File: src/rtl/spq_pkg.sv
package spq_pkg;

  localparam int CAPACITY = 16;
  localparam int COUNT_W  = $clog2(CAPACITY + 1);

  localparam int IN_BITS  = 2 + 32 + 32;
  localparam int IN_W     = ((IN_BITS + 7) / 8) * 8;
  localparam int OUT_BITS = 2 + 4 * 32 + COUNT_W;
  localparam int OUT_W    = ((OUT_BITS + 7) / 8) * 8;

  // requested action
  localparam logic [1:0] ACT_INSERT  = 2'd0;
  localparam logic [1:0] ACT_EXTRACT = 2'd1;
  localparam logic [1:0] ACT_MODIFY  = 2'd2;
  localparam logic [1:0] ACT_NOP     = 2'd3;

  // result status
  localparam logic [1:0] ST_OK       = 2'd0;
  localparam logic [1:0] ST_EMPTY    = 2'd1;
  localparam logic [1:0] ST_FULL     = 2'd2;
  localparam logic [1:0] ST_NOTFOUND = 2'd3;

  // cell operations
  localparam logic [2:0] OP_HOLD       = 3'd0;
  localparam logic [2:0] OP_INS_BEHIND = 3'd1;
  localparam logic [2:0] OP_INS_AHEAD  = 3'd2;
  localparam logic [2:0] OP_FIND       = 3'd3;
  localparam logic [2:0] OP_SHIFT      = 3'd4;

  typedef struct packed {
    logic signed [31:0] value;
    logic signed [31:0] prio;
  } entry_t;

  typedef struct packed {
    logic [2:0]         op;
    logic signed [31:0] key_value;
    logic signed [31:0] key_prio;
  } ctrl_t;

  // ripple flags handed from one cell to the next
  typedef struct packed {
    logic after;   // new entry lands behind this cell
    logic found;   // a matching value sits at or before this cell
    logic drop;    // the matched entry is being removed at or before this cell
  } link_t;

  function automatic logic prio_less(logic signed [31:0] a, logic signed [31:0] b);
    return a < b;
  endfunction

endpackage

File: src/rtl/spq_cell.sv
module spq_cell (
  input  logic            clk,
  input  spq_pkg::ctrl_t  ctrl,
  input  logic            occ,
  input  logic            prev_occ,
  input  spq_pkg::entry_t prev_entry,
  input  spq_pkg::link_t  prev_link,
  input  spq_pkg::entry_t next_entry,
  output spq_pkg::entry_t entry,
  output spq_pkg::link_t  link
);

  spq_pkg::entry_t entry_r;
  spq_pkg::entry_t entry_nxt;
  logic            match;
  logic            first;
  logic            dec;
  logic            incr;
  logic            repo;

  always_comb begin
    match = occ && (entry_r.value == ctrl.key_value);
    first = match && !prev_link.found;
    dec   = spq_pkg::prio_less(ctrl.key_prio, entry_r.prio);
    incr  = spq_pkg::prio_less(entry_r.prio, ctrl.key_prio);
    // increase moves the entry only when it now outranks its predecessor
    repo  = dec || (incr && prev_occ && spq_pkg::prio_less(prev_entry.prio, ctrl.key_prio));

    link.found = prev_link.found || match;
    link.drop  = prev_link.drop || (first && repo);
    case (ctrl.op)
      spq_pkg::OP_INS_BEHIND: link.after = occ && !spq_pkg::prio_less(entry_r.prio, ctrl.key_prio);
      spq_pkg::OP_INS_AHEAD:  link.after = occ && dec;
      default:                link.after = 1'b0;
    endcase

    entry_nxt = entry_r;
    case (ctrl.op)
      spq_pkg::OP_INS_BEHIND, spq_pkg::OP_INS_AHEAD: begin
        if (!link.after) begin
          if (prev_link.after) begin
            entry_nxt.value = ctrl.key_value;
            entry_nxt.prio  = ctrl.key_prio;
          end else begin
            entry_nxt = prev_entry;
          end
        end
      end
      spq_pkg::OP_FIND: begin
        if (link.drop) begin
          entry_nxt = next_entry;
        end else if (first && incr) begin
          entry_nxt.prio = ctrl.key_prio;
        end
      end
      spq_pkg::OP_SHIFT: entry_nxt = next_entry;
      default:           entry_nxt = entry_r;
    endcase
  end

  always_ff @(posedge clk) begin
    entry_r <= entry_nxt;
  end

  assign entry = entry_r;

endmodule

File: src/rtl/sorted_priority_queue.sv
// Channel  Dir  Handshake             Payload
// in_      in   in_tvalid/in_tready   in_tdata: action, item_value, item_priority
// out_     out  out_tvalid/out_tready out_tdata: status, taken, head, entry_count
//
// Insert, extract, status read and a modify key that moves nothing pass EXEC, then DONE,
// from accept to result; a modify key that moves the entry also passes PLACE (find/remove
// pass, then a re-insert pass through the cells). The row of cells does one ripple pass per
// cycle. in_tready is low from accept until the result is loaded, so no new item is taken
// before the last result is loaded; a result stuck behind a full output register holds the
// next item in the row. rst_n (synchronous) empties the queue.
module sorted_priority_queue (
  input  logic                       clk,
  input  logic                       rst_n,
  input  logic                       in_tvalid,
  output logic                       in_tready,
  // [1:0] action, [33:2] item_value, [65:34] item_priority
  input  logic [spq_pkg::IN_W-1:0]   in_tdata,
  output logic                       out_tvalid,
  input  logic                       out_tready,
  // [1:0] status, [33:2] taken_value, [65:34] taken_priority, [97:66] head_value,
  // [129:98] head_priority, then entry_count
  output logic [spq_pkg::OUT_W-1:0]  out_tdata
);

  localparam logic [1:0] S_IDLE  = 2'd0;
  localparam logic [1:0] S_EXEC  = 2'd1;
  localparam logic [1:0] S_PLACE = 2'd2;
  localparam logic [1:0] S_DONE  = 2'd3;

  localparam int CAP = spq_pkg::CAPACITY;
  localparam int CW  = spq_pkg::COUNT_W;

  logic [1:0]          state_r, state_nxt;
  logic [1:0]          act_r;
  logic signed [31:0]  key_value_r;
  logic signed [31:0]  key_prio_r;
  logic [CW-1:0]       count_r, count_nxt;
  logic [1:0]          status_r, status_nxt;
  logic signed [31:0]  taken_value_r, taken_value_nxt;
  logic signed [31:0]  taken_prio_r, taken_prio_nxt;
  logic                out_valid_r;
  logic [spq_pkg::OUT_W-1:0] out_data_r;

  spq_pkg::ctrl_t  ctrl;
  spq_pkg::entry_t cell_entry [CAP];
  spq_pkg::link_t  cell_link  [CAP];
  logic [CAP-1:0]  occ;
  logic            in_fire;
  logic            out_load;
  logic signed [31:0] head_value;
  logic signed [31:0] head_prio;

  assign in_tready = (state_r == S_IDLE);
  assign in_fire   = in_tvalid && in_tready;
  assign out_load  = (state_r == S_DONE) && (!out_valid_r || out_tready);

  always_comb begin
    ctrl.key_value = key_value_r;
    ctrl.key_prio  = key_prio_r;
    ctrl.op        = spq_pkg::OP_HOLD;
    if (state_r == S_EXEC) begin
      case (act_r)
        spq_pkg::ACT_INSERT:
          ctrl.op = (count_r < CW'(CAP)) ? spq_pkg::OP_INS_BEHIND : spq_pkg::OP_HOLD;
        spq_pkg::ACT_EXTRACT:
          ctrl.op = (count_r != '0) ? spq_pkg::OP_SHIFT : spq_pkg::OP_HOLD;
        spq_pkg::ACT_MODIFY:
          ctrl.op = (count_r != '0) ? spq_pkg::OP_FIND : spq_pkg::OP_HOLD;
        default:
          ctrl.op = spq_pkg::OP_HOLD;
      endcase
    end else if (state_r == S_PLACE) begin
      ctrl.op = spq_pkg::OP_INS_AHEAD;
    end
  end

  for (genvar k = 0; k < CAP; k++) begin : g_cell
    spq_pkg::entry_t prev_entry;
    spq_pkg::entry_t next_entry;
    spq_pkg::link_t  prev_link;
    logic            prev_occ;

    assign occ[k] = (CW'(k) < count_r);

    if (k == 0) begin : g_head
      assign prev_entry = '0;
      assign prev_occ   = 1'b0;
      // a virtual slot ahead of the head: new entry may land at position 0
      assign prev_link  = '{after: 1'b1, found: 1'b0, drop: 1'b0};
    end else begin : g_body
      assign prev_entry = cell_entry[k-1];
      assign prev_occ   = occ[k-1];
      assign prev_link  = cell_link[k-1];
    end

    if (k == CAP - 1) begin : g_tail
      assign next_entry = '0;
    end else begin : g_mid
      assign next_entry = cell_entry[k+1];
    end

    spq_cell u_cell (
      .clk        (clk),
      .ctrl       (ctrl),
      .occ        (occ[k]),
      .prev_occ   (prev_occ),
      .prev_entry (prev_entry),
      .prev_link  (prev_link),
      .next_entry (next_entry),
      .entry      (cell_entry[k]),
      .link       (cell_link[k])
    );
  end

  always_comb begin
    state_nxt       = state_r;
    count_nxt       = count_r;
    status_nxt      = status_r;
    taken_value_nxt = taken_value_r;
    taken_prio_nxt  = taken_prio_r;
    case (state_r)
      S_IDLE: begin
        if (in_fire) begin
          state_nxt       = S_EXEC;
          status_nxt      = spq_pkg::ST_OK;
          taken_value_nxt = '0;
          taken_prio_nxt  = '0;
        end
      end
      S_EXEC: begin
        state_nxt = S_DONE;
        case (act_r)
          spq_pkg::ACT_INSERT: begin
            if (count_r < CW'(CAP)) count_nxt = count_r + CW'(1);
            else                    status_nxt = spq_pkg::ST_FULL;
          end
          spq_pkg::ACT_EXTRACT: begin
            if (count_r != '0) begin
              count_nxt       = count_r - CW'(1);
              taken_value_nxt = cell_entry[0].value;
              taken_prio_nxt  = cell_entry[0].prio;
            end else begin
              status_nxt = spq_pkg::ST_EMPTY;
            end
          end
          spq_pkg::ACT_MODIFY: begin
            if (count_r == '0) begin
              status_nxt = spq_pkg::ST_EMPTY;
            end else if (!cell_link[CAP-1].found) begin
              status_nxt = spq_pkg::ST_NOTFOUND;
            end else if (cell_link[CAP-1].drop) begin
              // entry removed this cycle, re-inserted on the next pass
              count_nxt = count_r - CW'(1);
              state_nxt = S_PLACE;
            end
          end
          default: ;
        endcase
      end
      S_PLACE: begin
        count_nxt = count_r + CW'(1);
        state_nxt = S_DONE;
      end
      S_DONE: begin
        if (out_load) state_nxt = S_IDLE;
      end
      default: state_nxt = S_IDLE;
    endcase
  end

  assign head_value = (count_r == '0) ? -32'sd1 : cell_entry[0].value;
  assign head_prio  = (count_r == '0) ? -32'sd1 : cell_entry[0].prio;

  always_ff @(posedge clk) begin
    if (!rst_n) begin
      state_r     <= S_IDLE;
      count_r     <= '0;
      out_valid_r <= 1'b0;
    end else begin
      state_r <= state_nxt;
      count_r <= count_nxt;
      if (out_load)        out_valid_r <= 1'b1;
      else if (out_tready) out_valid_r <= 1'b0;
    end
  end

  always_ff @(posedge clk) begin
    status_r      <= status_nxt;
    taken_value_r <= taken_value_nxt;
    taken_prio_r  <= taken_prio_nxt;
    if (in_fire) begin
      act_r       <= in_tdata[1:0];
      key_value_r <= in_tdata[33:2];
      key_prio_r  <= in_tdata[65:34];
    end
    if (out_load) begin
      out_data_r <= spq_pkg::OUT_W'({count_r, head_prio, head_value,
                                     taken_prio_r, taken_value_r, status_r});
    end
  end

  assign out_tvalid = out_valid_r;
  assign out_tdata  = out_data_r;

`ifndef SYNTHESIS
  a_count_bound: assert property (@(posedge clk) disable iff (!rst_n)
    count_r <= CW'(CAP))
    else $error("entry count above capacity");

  a_place_after_exec: assert property (@(posedge clk) disable iff (!rst_n)
    state_r == S_PLACE |-> $past(state_r) == S_EXEC)
    else $error("re-insert pass without a find pass");

  a_place_done: assert property (@(posedge clk) disable iff (!rst_n)
    state_r == S_PLACE |=> state_r == S_DONE)
    else $error("re-insert pass did not finish");

  a_empty_status: assert property (@(posedge clk) disable iff (!rst_n)
    out_load && status_r == spq_pkg::ST_EMPTY |-> count_r == '0)
    else $error("empty status with entries stored");

  a_full_status: assert property (@(posedge clk) disable iff (!rst_n)
    out_load && status_r == spq_pkg::ST_FULL |-> count_r == CW'(CAP))
    else $error("full status below capacity");
`endif

endmodule

File: config.mk
export PLATFORM = sky130hd
export DESIGN_NAME = sorted_priority_queue
export DESIGN_NICKNAME = d
export VERILOG_FILES = /design/src/rtl/spq_pkg.sv /design/src/rtl/spq_cell.sv /design/src/rtl/sorted_priority_queue.sv
export SDC_FILE = /design/constraint.sdc
export NUM_CORES = 2
export LEC_CHECK = 0
export BUFFER_PORTS_ARGS = -buffer_cell sky130_fd_sc_hd__buf_4
export CAP_MARGIN = 0
export CORE_ASPECT_RATIO = 1.25
export CORE_UTILIZATION = 46
export CTS_BUF_LIST = sky130_fd_sc_hd__clkbuf_4 sky130_fd_sc_hd__clkbuf_8
export DETAILED_ROUTE_END_ITERATION = 10
export PLACE_DENSITY_LB_ADDON = 0.2
export SYNTH_ARGS = -nofsm -noshare
export SYNTH_HDL_FRONTEND = slang
export SYNTH_SLANG_ARGS = --single-unit
File: constraint.sdc
create_clock -name clk -period 10.2 [get_ports clk]
set_clock_uncertainty 0.15 [all_clocks]
set_input_delay 2.04 -clock clk [delete_from_list [all_inputs] [get_ports clk]]
set_output_delay 2.04 -clock clk [all_outputs]
set_load 0.01 [all_outputs]
==> flow_metrics.py <==
metrics = {
    "timing": {
        "worstMarginPinSlew_ps": 1293,
        "min_period_ps": 8307,
        "rsz0062_at_grt": "false",
        "final-setup-viol-count": 0,
        "fin_tns_setup_ps": 0,
        "hold_violations": 0,
        "slew_headroom_pct": 13.79,
        "fin_ws_ps": 1893,
        "finalMaxSlewViolations": 0,
        "period_share_pct": 81.44,
        "fmax_mhz": 120.4,
    },
    "min_path": {
        "hp-class": "register to register",
        "holdPathStages": 0,
        "hp-start": "taken_value_r[27]$_SDFFCE_PP0P_",
        "min_to": "out_tdata[29]$_DFFE_PP_",
    },
    "clock_tree": {
        "holdBufCountCts": 0,
        "cts_resized": 0,
        "ctsRootBufferMaster": "clkbuf_8",
        "h-tree-depth": 4,
        "clock-sinks": 1299,
        "clk_latency_ps": 1070,
        "cts_tree": "done",
        "clk_pin_slew_ps": 70,
        "cts_buffers": 216,
        "postCtsSetupRepairBufs": 0,
        "ctsLongestPathBuffers": 3,
    },
    "global_routing": {
        "grt_overflow_total": 0,
        "grt_pass1_vias": 64860,
        "antenna_found_initial": 5,
        "grt_pass1_wl_um": 442200,
        "grt_max_degree": 241,
        "grt_util_all_layers_pct": 33.81,
    },
    "routing": {
        "viasPerCell": 6.378,
        "routed_wl_um": 306200,
        "avgRoutedWirePerCell_um": 29.57,
        "drc": 0,
        "drt_iter0_drc": 7744,
        "drt_pass1_iterations": 6,
        "vias": 66050,
        "final_antenna_net_count": 0,
    },
    "floorplan": {
        "num_rows": 171,
        "core_area_sq_um": 173900,
        "fp.dieW_um": 376.4,
        "die_y_um": 470.0,
        "fp.dieArea_sq_um": 176900,
        "initial_core_util_pct": 46.33,
        "ioPinCount": 214,
    },
    "critical_path": {
        "reg2reg_slack_ps": 1890,
        "crit_start": "key_prio_r[21]$_DFFE_PP_",
        "cp_max_fo": 32,
        "cpPeakStageDelay_ps": 1060,
        "start_kind": "register",
        "worstPathArrival_ps": 8850,
        "slowest_stage": "nor3_4",
        "rr_startpoint": "key_prio_r[21]$_DFFE_PP_",
        "r2r_end": "g_cell[13].u_cell.entry[29]$_DFFE_PP_",
        "crit_type": "register to register",
        "cp-end-kind": "register",
        "crit_required_ps": 10750,
        "cp_cell_sequence": "buf_4, clkinv_1, ha_1, and4_1, nand3b_1, a31oi_1, o32a_1, and3_1, o31ai_1, or4_1, or3_1, nor3_4, o32a_1, nor2_2, buf_4",
        "r2r_cells": 15,
    },
    "logic_synthesis": {
        "syn-cell-area_sq_um": 80590,
        "ys_seq_elements": 1299,
        "synth_edf_count": 1291,
        "synth_top_family_by_area": "simple AND/OR/NAND/NOR gates",
        "synth_seq_area_share_pct": 48.30,
        "synth_top_area_share_pct": 48.10,
        "synthCells": 7740,
        "synth.avg_cell_area_sq_um": 10.41,
        "synthAdderAreaFrac_pct": 8.135,
        "synth_nets": 8340,
        "synth.area.mux_share_pct": 5.249,
        "yosys.area.top_type": "edfxtp_1",
        "synth_xor_area_share_pct": 5.651,
        "synth_compound_area_share_pct": 13.71,
        "async_reset_ff_share_pct": 0,
        "synthDistinctLibCells": 92,
        "synthSimpleGateAreaFrac_pct": 14.91,
        "ys.warnings.count": 0,
        "synth_flop_cell": "edfxtp_1",
        "synth.area.top_cells": "edfxtp_1, ha_1, nand2_1",
    },
    "placed_design": {
        "gp_congestion": 0.9834,
        "io_buffers": 206,
        "hpwl_um": 222100,
        "place_ws_ps": 2080,
    },
    "power_and_ir_drop": {
        "ir_drop_v": 0.0002109,
        "p_per_area_nw_per_um2": 297.1,
        "leakage_nw": 33.69,
    },
    "finish": {
        "area_delta_synth_final_pct": 10.81,
        "fillers": 15940,
        "fin_nets": 8437,
        "drive_above_1_share_pct": 11.00,
    },
    "job": {
        "drv_cap": 0,
    },
    "run_status": {
        "status": "finished, final reports clean",
    },
}
==> routing by layer <==
metal  GRT usage (%)  wire length [um]  vias up
met5               0                 0        -
met4           18.99             19380        0
met3           7.016             25020      773
met2           55.56            145700     3318
met1           41.19            116100    32870
li1                -                 -    29090
==> worst max path at each step <==
stage,endpoint,cells after the start
floorplan,out_tdata[0]$_DFFE_PP_,2
global placement,g_cell[13].u_cell.entry[15]$_DFFE_PP_,15
detailed placement,g_cell[13].u_cell.entry[15]$_DFFE_PP_,15
CTS,g_cell[13].u_cell.entry[29]$_DFFE_PP_,15
global route,g_cell[13].u_cell.entry[29]$_DFFE_PP_,15
finish,g_cell[13].u_cell.entry[29]$_DFFE_PP_,15
==> layout by cell type, fill, tap and decap left out, types with 26 or more instances in the layout <==
cell type     n
mux2i_1     417
a222oi_1     64
a221o_1     297
a21oi_1     253
o21ai_0     512
a21o_1       56
clkinv_2     27
nor4_1      154
nor2b_1      26
a22oi_1      93
buf_4       404
o211ai_1     26
nand4_1     177
nand2b_1     92
and2_1      143
xnor2_1     165
a31oi_1      81
clkbuf_4     75
xor2_1      355
nand3_1     120
clkinv_1     53
nand2_1    1115
nor2_1      417
edfxtp_1   1291
ha_1        523
a22o_1       34
inv_1       298
nor3_1       90
clkbuf_8    224
==> worst max-delay path, delay by kind of cell (launching register included) <==
family	cells	cell delay [ps]
AOI/OAI and AO/OA	4	2260
buffers and inverters	3	1310
adders and majority gates	1	580
DFF	1	320
and+or+nand+nor	7	3290
==> stage by stage <==
| stage | std cells | utilization, % | cell area, sq um | power, mW | hold slack, ps |
|---|---|---|---|---|---|
| 2_1_floorplan | 7740 | - | 80590 | 16.96 | 250.3 |
| 3_3_place_gp | 9954 | 48.83 | 84940 | 21.16 | 251.6 |
| 3_5_place_dp | 9954 | 48.83 | 84940 | 21.43 | 254.5 |
| 4_1_cts | 10350 | 51.33 | 89290 | 26.30 | 252.3 |
| 5_1_grt | 10350 | 51.33 | 89290 | 27.76 | 269.1 |
| 6_report | 10360 | 51.34 | 89300 | 26.53 | 247.9 |
==> flip-flops by register name (all words and copies together) (netlist names) <==
register	count
act_r	2
count_r	5
status_r	2
key_value_r	32
taken_prio_r	32
taken_value_r	32
g_cell.u_cell.entry	1024
state_r	2
out_tdata	135
key_prio_r	32
out_tvalid	1
==> cells in the mapped netlist, drive strengths merged (21+ instances only) <==
master	instances
a211oi	24
a21o	60
a21oi	266
a221o	297
a222oi	64
a22o	36
a22oi	93
a31oi	83
and2	150
and3	21
buf	123
clkbuf	405
edfxtp	1291
ha	524
inv	298
mux2i	417
nand2	1122
nand2b	92
nand3	121
nand4	177
nor2	436
nor2b	27
nor3	108
nor4	157
o211ai	26
o21ai	520
or3	23
xnor2	165
xor2	355
==> cell type report <==
type	instances	area (sq um)	share of cell area [%]
diodes	4	10.01	0.01121
clock inverters	98	705.7	0.7902
flip-flops and latches	1299	38930	43.59
multi-input cells	5611	38860	43.52
inverters	302	1134	1.269
well taps	2335	2922	3.272
clock buffers	299	3646	4.083
repair buffers	407	3093	3.464
==> cells by family after synthesis <==
| logic type | Yosys count |
|---|---|
| other | 1 |
| XOR/XNOR | 520 |
| adder cells (fa/ha/maj) | 524 |
| multiplexers | 422 |
| flip-flops | 1299 |
| AO/OA/AOI/OAI | 1599 |
| AND/OR/NAND/NOR | 2545 |
| buffers and inverters | 830 |
==> power breakdown <==
part	switching, mW	internal, mW	total [mW]
registers	1.92	9.00	10.9
logic	7.16	3.58	10.7
clock network	2.37	2.50	4.87
Note: power is estimated with default switching activity, not from simulation.
